<file path="src/hdl/knap_pkg.sv">
// Shared constants, item type and helpers for the knapsack best-value block.
package knap_pkg;

  localparam int TABLE_DEPTH     = 256;
  localparam int VALUE_BITS      = 16;
  localparam int ADDR_BITS       = $clog2(TABLE_DEPTH);
  localparam int WEIGHT_BITS     = 8;
  localparam int ITEM_VALUE_BITS = 16;
  localparam int CAP_BITS        = 8;
  localparam int BEST_BITS       = 32;
  localparam int SUM_BITS        = BEST_BITS + 1;
  localparam int QUEUE_DEPTH     = 2;
  localparam int QPTR_BITS       = $clog2(QUEUE_DEPTH);
  localparam int QCNT_BITS       = $clog2(QUEUE_DEPTH + 1);

  localparam logic [ITEM_VALUE_BITS-1:0] VALUE_MASK =
    (VALUE_BITS >= ITEM_VALUE_BITS) ? '1 :
    ITEM_VALUE_BITS'((64'd1 << VALUE_BITS) - 64'd1);

  typedef struct packed {
    logic [WEIGHT_BITS-1:0]     weight;
    logic [ITEM_VALUE_BITS-1:0] value;
    logic                       last;
    logic                       skip;
  } knap_item_t;

  // Read index for the answer, clamped to the last table entry.
  function automatic logic [ADDR_BITS-1:0] cap_index(input logic [CAP_BITS-1:0] cap);
    if (32'(cap) > 32'(TABLE_DEPTH - 1)) begin
      return ADDR_BITS'(TABLE_DEPTH - 1);
    end
    return ADDR_BITS'(cap);
  endfunction

endpackage

</file>
<file path="src/hdl/knap_front.sv">
// Input side: takes items, flags ones too heavy for the table, queues them.
module knap_front (
  input  logic                   clk,
  input  logic                   rst,
  input  logic                   s_axis_tvalid,
  output logic                   s_axis_tready,
  input  logic [23:0]            s_axis_tdata,  // item_weight[7:0], item_value[23:8]
  input  logic                   s_axis_tlast,  // last_item
  output logic                   q_valid,
  output knap_pkg::knap_item_t   q_item,
  input  logic                   q_pop
);
  import knap_pkg::*;

  knap_item_t             slots [QUEUE_DEPTH];
  logic [QPTR_BITS-1:0]   wr_ptr;
  logic [QPTR_BITS-1:0]   rd_ptr;
  logic [QCNT_BITS-1:0]   count;
  logic                   push;
  knap_item_t             in_item;

  assign s_axis_tready = (count != QCNT_BITS'(QUEUE_DEPTH));
  assign push          = s_axis_tvalid && s_axis_tready;
  assign q_valid       = (count != '0);
  assign q_item        = slots[rd_ptr];

  always_comb begin
    in_item.weight = s_axis_tdata[WEIGHT_BITS-1:0];
    in_item.value  = s_axis_tdata[WEIGHT_BITS +: ITEM_VALUE_BITS] & VALUE_MASK;
    in_item.last   = s_axis_tlast;
    in_item.skip   = (32'(s_axis_tdata[WEIGHT_BITS-1:0]) >= 32'(TABLE_DEPTH));
  end

  always_ff @(posedge clk) begin
    if (push) begin
      slots[wr_ptr] <= in_item;
    end
  end

  always_ff @(posedge clk) begin
    if (rst) begin
      wr_ptr <= '0;
      rd_ptr <= '0;
      count  <= '0;
    end else begin
      if (push) begin
        wr_ptr <= (wr_ptr == QPTR_BITS'(QUEUE_DEPTH - 1)) ? '0 : wr_ptr + QPTR_BITS'(1);
      end
      if (q_pop) begin
        rd_ptr <= (rd_ptr == QPTR_BITS'(QUEUE_DEPTH - 1)) ? '0 : rd_ptr + QPTR_BITS'(1);
      end
      if (push && !q_pop) begin
        count <= count + QCNT_BITS'(1);
      end else if (!push && q_pop) begin
        count <= count - QCNT_BITS'(1);
      end
    end
  end

endmodule

</file>
<file path="config.mk">
export PLATFORM = sky130hd
export DESIGN_NAME = knap_front
export DESIGN_NICKNAME = d
export VERILOG_FILES = /design/src/hdl/knap_pkg.sv /design/src/hdl/knap_front.sv
export SDC_FILE = /design/constraint.sdc
export NUM_CORES = 1
export LEC_CHECK = 0
export BUFFER_PORTS_ARGS = -buffer_cell sky130_fd_sc_hd__buf_2
export CAP_MARGIN = 20
export CORE_MARGIN = 2
export CORE_UTILIZATION = 51
export DETAILED_ROUTE_END_ITERATION = 12
export MAX_ROUTING_LAYER = met4
export PLACE_DENSITY = 0.78
export SYNTH_ARGS = -nofsm -noshare
export SYNTH_HDL_FRONTEND = slang
export SYNTH_SLANG_ARGS = --single-unit
export TNS_END_PERCENT = 10
</file>
<file path="constraint.sdc">
create_clock -name clk -period 2.1 [get_ports clk]
set_clock_uncertainty 0.15 [all_clocks]
set_input_delay 0.315 -clock clk [delete_from_list [all_inputs] [get_ports clk]]
set_output_delay 0.315 -clock clk [all_outputs]
set_load 0.02 [all_outputs]
</file>
# Word-level counts from Yosys, hierarchy flattened
# Memory sizes are Yosys's and may differ from the RTL's. A register that Yosys moved wholly into a read port is not among the register bits.
# Index checks and enable logic that the tools add are counted.
[word_totals]
wordCells = 24
out_inout_bits = 28
register_bits = 4
mem_bits_rw = 50
n_memories = 1
[mem_list]
columns = ["name", "depth", "word_bits", "rd", "rd_clocked_by_memory_dff", "wr", "line", "source"]
rows = [
  ["slots", 2, 25, 1, 1, 1, "knap_front.sv:15", "knap_item_t slots [QUEUE_DEPTH];"],
]
[classes]
n_mux = 8
eq_ne = 1
reduce_logical = 7
addsub = 4
[ops]
columns = ["operator", "n"]
rows = [
  ["1-bit two-way mux", 6],
  ["2-bit two-way mux", 2],
  ["2-bit nonzero test", 2],
  ["1-bit logical AND", 3],
  ["1-bit adder (second input constant)", 2],
  ["2-bit by 1-bit adder with 2-bit output (second input constant)", 1],
  ["1-bit logical NOT", 2],
  ["2-bit != test (second input constant)", 1],
  ["2-bit by 1-bit subtractor with 2-bit output (second input constant)", 1],
]

# Longest topological paths before layout
# Gate-level depths: netlist of the first run.
[logic_depth]
word_depth = 6
mapped_depth = 6

# Worst setup path before layout of the first run
# Ideal clock, no wire load.
[synth_path]
path_kind = "register -> register"
from = "register count[0]"
to = "memory slots[1][0] (netlist bit), enable pin"
arrival_time_ns = 1.253
path_stages_with_launch = 3
slack_ns = 0.313
period_less_slack_ns = 1.787
n_path_buf = 0
cell_sequence = "dfxtp_1 -> nand2b_4 -> and3_1"
[synth_between]
elab_chain_cells = 4
[synth_rtl]
columns = ["item", "line", "source"]
rows = [
  ["from (decl)", "knap_front.sv:18", "logic [QCNT_BITS-1:0] count;"],
  ["from (signal assigned)", "knap_front.sv:53", "count <= count + QCNT_BITS'(1);"],
  ["from (signal assigned)", "knap_front.sv:55", "count <= count - QCNT_BITS'(1);"],
  ["2-bit != test", "knap_front.sv:22", "assign s_axis_tready = (count != QCNT_BITS'(QUEUE_DEPTH));"],
  ["via s_axis_tready", "knap_front.sv:6", "output logic s_axis_tready,"],
  ["1-bit logical AND", "knap_front.sv:23", "assign push = s_axis_tvalid && s_axis_tready;"],
  ["1-bit two-way mux", "knap_front.sv:35", "if (push) begin"],
  ["1-bit two-way mux (implied by the code)", "knap_front.sv:36", "slots[wr_ptr] <= in_item;"],
  ["to (decl)", "knap_front.sv:15", ""],
]
# The timed path passes the listed nets, and every way through them passes these cells.

==> out/results.md, run 1 <==
| Metric | Value |
|---|---|
| Die boundary height | 67.30 um |
| Worst setup path end | q_item[23] |
| Total I/O pin count | 57 |
| Layout overhead on the synthesized area | 21.56% |
| Routed length per instance | 14.37 um |
| Routed vias | 1,072 |
| Number of unique standard cell types used by synthesis | 20 |
| Crit share post-route | 87.05% |
| Initial core utilization | 52.21% |
| Post-cts gate resize count | 0 |
| Pins over their slew limit | 0 |
| Max frequency | 547.0 MHz |
| Placeable Area | 0.003914 mm^2 |
| Clock period minus final worst setup slack | 1.828 ns |
| Number of global-route vias before repair | 1,070 |
| FF-to-FF End | count[1]$_SDFFE_PP0P_ |
| Fraction of final layout cells with drive strength greater than 1 | 56.21% |
| Routed WL | 3148 um |
| Mapped Area | 0.002043 mm^2 |
| Area leader, netlist | sky130_fd_sc_hd__edfxtp_1 |
| Number of CTS-inserted buffers | 5 |
| Post-Layout Inst Area | 0.002484 mm^2 |
| Commonest cells after routing, fill and taps aside | sky130_fd_sc_hd__buf_2 (55), sky130_fd_sc_hd__edfxtp_1 (50), sky130_fd_sc_hd__mux2_2 (25) |
| Fraction of the core area covered by cells at the end of the flow | 63.46% |
| Compound-cell area share of the yosys netlist | 1.225% |
| Number of routed nets with antenna violations | 0 |
| Cell types with the largest area share after synthesis | sky130_fd_sc_hd__edfxtp_1 (73%), sky130_fd_sc_hd__mux2_2 (14%), sky130_fd_sc_hd__dfxtp_1 (4.9%) |
| Setup tns final | 0 ns |
| Port Buf Inserts | 55 |
| Synthesized instance count | 104 |
| Area taken by flip-flops and latches | 0.001602 mm^2 |
| Placed instance area | 0.002399 mm^2 |
| DP HPWL | 2294 um |
| Maximum number of buffers from clock root to sink | 2 |
| FF-to-FF setup slack | 0.39 ns |
| Xor-xnor portion of the synthesized cell area | 1.286% |
| Cell count along the critical path | 3 |
| Width of the die | 67.30 um |
| Synth Register Bits | 55 |
| Simple-gate portion of the synthesized area | 2.817% |
| Worst hold path type | input pin to flop |
| Critical Path, Cell by Cell | buf_4, mux2_2, buf_2 |
| Cell at the root of the clock tree | sky130_fd_sc_hd__clkbuf_8 |
| Leading cell type in the layout, fill and taps excluded | sky130_fd_sc_hd__buf_2 |
| Placed insts | 211 |
| Number of DRC violations after detailed routing | 0 |
| Area share of fa/ha/maj cells after synthesis | 0.6124% |
| Detail-routed via count per cell | 4.895 |
| Final setup violation count | 0 |
| GPL Wtd Cong | 0.7540 |
| Total count of hold-check failures in the final report | 0 |
| Multi-input gate area | 406.6 um^2 |
| Worst Path Arrival | 1.36 ns |
| Number of optimization iterations in the first detailed-route pass | 4 |
| Maximum number of pins on one net before global-route repair | 17 |
| Power density of the placed cells | 949.4 mW/mm^2 |
| Overall die area | 0.004529 mm^2 |
| Filler instances | 305 |
| Warning count from the yosys run | 0 |
| Count of routing violations after the opening detailed-route iteration | 57 |
| Cts hold-fix bufs | 0 |
| Share of the synthesized area in the top cell type | 73.48% |
| Sequential share of the synthesized area | 78.38% |
| Post-route total power | 2.358 mW |
| Skew-Pair Late Insertion Delay | 0.29 ns |
| Clock sink total | 55 |
| Max-cap violations | 0 |
| Main combinational cell family by area after synthesis | multiplexers |
| Syn_nets | 134 |
| Leak pwr | 0.9626 nW |
| Slowest stage cell on the critical path | sky130_fd_sc_hd__mux2_2 |
| Largest fanout on the critical path | 13 |
| Launch point of the worst reg-to-reg path | count[0]$_SDFFE_PP0P_ |
| Worst setup path category | flop to output pin |
| Standard-cell rows | 23 |
| Worst path buffer plus inverter count | 2 |
| Synthesized area per cell | 19.65 um^2 |
| Clock slew at reported path FFs | 0.09 ns |
| Grt ovf | 0 |
| Worst vdd ir | 0.5249 mV |
| Cells on worst reg2reg path | 5 |
| Multiplexer fraction of the synthesized cell area | 13.78% |
| TritonCTS clock tree | yes |
| Critical path endpoint category | output pin |
| Antenna fix cells | 0 |
| Number of nets in the final layout | 198 |
| Global-route usage over all layers | 15.30% |
| Run status | finished clean |
| H-tree depth | 2 |
| Post-CTS repair timing setup buffer count | 0 |
| Final cell count without fillers | 219 |
| Type of origin of the critical path | flop |
| Global-route wire length before repair | 4698 um |
| Largest stage delay on the critical path | 0.36 ns |
| RSZ-0062 raised after global routing | false |
| Kind of cell adding the most delay to the critical path | buffers and inverters |
| Antenna violations before repair | 0 |
| Endpoint required time on the critical path | 1.63 ns |
==> layout make-up <==
class	instances	share of cell area, %
multi-input combinational	43	16.37
clock inverter	2	0.5038
timing repair buffer	61	12.90
inverter	2	0.3023
clock buffer	6	2.922
tap	50	2.519
sequential	55	64.48
==> layer usage <==
layer / track usage, % / up-vias / part of all wire (%)
li1: - / 517 / -
met1: 16.02 / 515 / 38
met2: 26.49 / 35 / 54
met3: 5.333 / 5 / 6.1
met4: 5.867 / 0 / 1.2
met5: - / - / 0
==> cells by family (layout without fill, tap and decap cells) <==
logic type / Yosys count / in the layout
flip-flops: 55 / 55
multiplexers: 25 / 25
AND/OR/NAND/NOR: 9 / 9
buffers and inverters: 6 / 71
AO/OA/AOI/OAI: 4 / 4
XOR/XNOR: 3 / 3
adder cells (fa/ha/maj): 1 / 1
other: 1 / 1
==> report_power, final <==
part | switching, mW | internal, mW | total [mW]
Combinational | 0.268 | 0.194 | 0.462
Clock | 0.304 | 0.234 | 0.538
Sequential | 0.0372 | 1.32 | 1.36
Total | 0.609 | 1.75 | 2.36
==> worst register-to-register path, stage by stage (launching register included) <==
cell	delay, ns
sky130_fd_sc_hd__dfxtp_1	0.36
sky130_fd_sc_hd__nand2b_4	0.17
sky130_fd_sc_hd__and2_1	0.16
sky130_fd_sc_hd__ha_1	0.31
sky130_fd_sc_hd__or3_1	0.36
sky130_fd_sc_hd__a21oi_1	0.14
==> metrics by stage <==
stage,worst slack (ns),hold WS (ns)
3_3_place_gp,0.4901,0.3433
2_1_floorplan,0.3133,0.2341
6_report,0.2720,0.05179
5_1_grt,0.2095,0.03370
4_1_cts,0.2463,0.04100
3_5_place_dp,0.4088,0.3563
==> worst min-delay path by stage <==
| stage | startpoint | endpoint | slack [ns] | cells past startpoint |
|---|---|---|---|---|
| after floorplan | rst | count[1]$_SDFFE_PP0P_ | 0.23 | 1 |
| after global placement | rd_ptr$_SDFFE_PP0P_ | rd_ptr$_SDFFE_PP0P_ | 0.34 | 2 |
| after CTS | s_axis_tdata[1] | slots[1][18]$_DFFE_PP_ | 0.04 | 1 |
| final | s_axis_tdata[23] | slots[0][16]$_DFFE_PP_ | 0.05 | 1 |
| after global routing | s_axis_tdata[15] | slots[1][8]$_DFFE_PP_ | 0.03 | 1 |
| after detailed placement | s_axis_tdata[19] | slots[1][12]$_DFFE_PP_ | 0.36 | 1 |
==> flip-flops by register name (all words and copies together) (netlist names), named ones only <==
signal,cells
count,2
rd_ptr,1
slots,50
wr_ptr,1
==> Yosys cell counts (all sizes together) <==
cell / count
a21bo: 1
a21oi: 2
and2: 1
and3: 1
buf: 4
conb: 1
dfxtp: 5
edfxtp: 50
ha: 1
inv: 2
mux2: 25
nand2b: 1
nand3b: 1
nor2: 3
o21ai: 1
or2: 1
or3: 1
xnor2: 1
xor2: 2
(Power assumes the default switching activity.)
==> inputs of run 2 (changes only) <==
Settings changed: CELL_PAD_IN_SITES_DETAIL_PLACEMENT from default to 1, CELL_PAD_IN_SITES_GLOBAL_PLACEMENT from default to 2, CORE_UTILIZATION 51 to 33, PLACE_DENSITY 0.78 to default, PLACE_DENSITY_LB_ADDON from default to 0.1.
Clock period 2.1 ns to 1.5 ns, I/O delays scaled along.
==> out/results.md, run 2 (synthesis gave the netlist of run 1 again) <==
| Metric | Value | vs previous |
|---|---|---|
| Run status | finished with violations |  |
| Failing checks | setup timing |  |
| Width of the die | 82.69 um | +23% |
| Least setup slack across all paths after layout | -0.1942 ns | -0.4662 ns |
| Origin of the worst min-delay path | q_pop |  |
| Placed insts | 240 | +14% |
| Global-route wire length before repair | 6196 um | +32% |
| Final setup violation count | 27 | +27 |
| TritonCTS clock tree | yes |  |
| Worst hold path cell count | 3 | +2 |
| Worst Path Arrival | 1.32 ns | -0.04 ns |
| Number of routed nets with antenna violations | 0 | unchanged |
| Worst hold path type | input pin to flop |  |
| Post-route total power | 3.535 mW | +50% |
| Routed vias | 1,195 | +11% |
| Total count of hold-check failures in the final report | 0 | unchanged |
| Number of flip-flops in the largest register | 50 | unchanged |
| Worst slack, placed | -0.04034 ns | -0.4491 ns |
| Maximum number of pins on one net before global-route repair | 18 | +1 |
| Power density of the placed cells | 1209 mW/mm^2 | +27% |
| Fraction of final layout cells with drive strength greater than 1 | 54.77% | -1.4 points |
| Most flop-heavy register | slots |  |
| Total I/O pin count | 57 | unchanged |
| Crit share post-route | 112.9% |  |
| Type of origin of the critical path | flop |  |
| Skew-Pair Late Insertion Delay | 0.31 ns | +0.02 ns |
| Global-route usage over all layers | 13.19% | -2.1 points |
| Worst setup path category | flop to output pin |  |
| Worst vdd ir | 0.4391 mV | -16% |
| Launch point of the worst reg-to-reg path | count[0]$_SDFFE_PP0P_ |  |
| Die boundary height | 82.69 um | +23% |
| Placeable Area | 0.005956 mm^2 | +52% |
| Detail-routed via count per cell | 4.361 | -11% |
| Pins over their slew limit | 0 | unchanged |
| Number of global-route vias before repair | 1,291 | +21% |
| Number of nets in the final layout | 228 | +15% |
| Worst-case hold slack | 0.05799 ns | +0.006195 ns |
| Antenna violations before repair | 0 | unchanged |
| RSZ-0062 raised after global routing | true |  |
| Max frequency | 590.3 MHz |  |
| Cells on worst reg2reg path | 6 | +1 |
| Number of CTS-inserted buffers | 5 | unchanged |
| Count of routing violations after the opening detailed-route iteration | 59 | +3.5% |
| Antenna fix cells | 0 | unchanged |
| Routed WL | 4110 um | +31% |
| Final cell count without fillers | 274 | +25% |
| Clock slew at reported path FFs | 0.09 ns | about the same |
| GPL Wtd Cong | 0.6544 | -13% |
| Clock sink total | 55 | unchanged |
| Routed length per instance | 15.00 um | +4.4% |
| Critical path endpoint category | output pin |  |
| Endpoint required time on the critical path | 1.12 ns | -0.51 ns |
| Leak pwr | 1.121 nW | +16% |
| Setup tns final | -4.467 ns | -4.467 ns |
| Multi-input gate area | 432.9 um^2 | +6.5% |
| Leading cell type in the layout, fill and taps excluded | sky130_fd_sc_hd__edfxtp_1 |  |
| Port Buf Inserts | 55 | unchanged |
| Overall die area | 0.006837 mm^2 | +51% |
| Clock period minus final worst setup slack | 1.694 ns |  |
| Grt ovf | 0 | unchanged |
| Area taken by flip-flops and latches | 0.001608 mm^2 | +0.39% |
| Layout overhead on the synthesized area | 43.05% |  |
| DP HPWL | 2817 um | +23% |
| Registers with the most flip-flops | slots x50, count x2 |  |
| Filler instances | 593 | +94% |
| Standard-cell rows | 28 | +22% |
| Initial core utilization | 34.31% | -18 points |
| Cell at the root of the clock tree | sky130_fd_sc_hd__clkbuf_8 |  |
| Largest fanout on the critical path | 13 | unchanged |
| Number of optimization iterations in the first detailed-route pass | 3 | -1 |
| Max-cap violations | 0 | unchanged |
| Number of DRC violations after detailed routing | 0 | unchanged |
| Commonest cells after routing, fill and taps aside | sky130_fd_sc_hd__edfxtp_1 (50), sky130_fd_sc_hd__buf_2 (47), sky130_fd_sc_hd__dlygate4sd3_1 (26) |  |
| H-tree depth | 2 | unchanged |
| Maximum number of buffers from clock root to sink | 2 | unchanged |
==> run 2: worst paths after layout <==
path              slack [ns]                     to
hold / removal          0.06    rd_ptr$_SDFFE_PP0P_
hold reg to reg         0.37    rd_ptr$_SDFFE_PP0P_
setup / recovery       -0.19             q_item[11]
setup reg to reg       -0.06  count[1]$_SDFFE_PP0P_
==> run 2: report_power, final <==
part           leakage, nW  switching [mW]  internal (mW)
Sequential           0.509          0.0483           1.85
Clock               0.0477           0.457          0.321
Combinational        0.564           0.428          0.428
Total                 1.12           0.933           2.60
==> run 2: critical path: stages, from the launching register on <==
cell,delay (ns)
sky130_fd_sc_hd__dfxtp_4,0.38
sky130_fd_sc_hd__buf_12,0.14
sky130_fd_sc_hd__mux2_2,0.34
sky130_fd_sc_hd__buf_2,0.16
==> run 2: area by class of cell <==
cell class,instances,area share (%)
Sequential cell,55,55.01
Timing Repair Buffer,91,23.72
Multi-Input combinational cell,43,14.81
Tap cell,75,3.211
Clock buffer,5,2.354
Clock inverter,3,0.5137
Inverter,2,0.3853
==> run 2: what timing repair did <==
item | in CTS | in global routing
hold endpoints to repair | 54 | 0
gates cloned | 0 | 0
hold buffers | 26 | 0
gates resized for setup | 9 | 15
setup buffers | 0 | 0
setup endpoints to repair | 27 | 52
==> run 2: per-stage QoR <==
stage	instance area, um^2	util, %
floorplan	2064	-
global placement	2506	42.08
detailed placement	2506	42.08
CTS	2875	48.28
global route	2923	49.08
finish	2923	49.08
==> run 2: per-layer routing <==
metal | vias up | global-route usage, % | part of all wire, %
li1 | 578 | - | -
met4 | 0 | 4.918 | 1.5
met1 | 581 | 14.92 | 40
met5 | - | - | 0
met2 | 29 | 22.34 | 54
met3 | 7 | 3.696 | 4.5
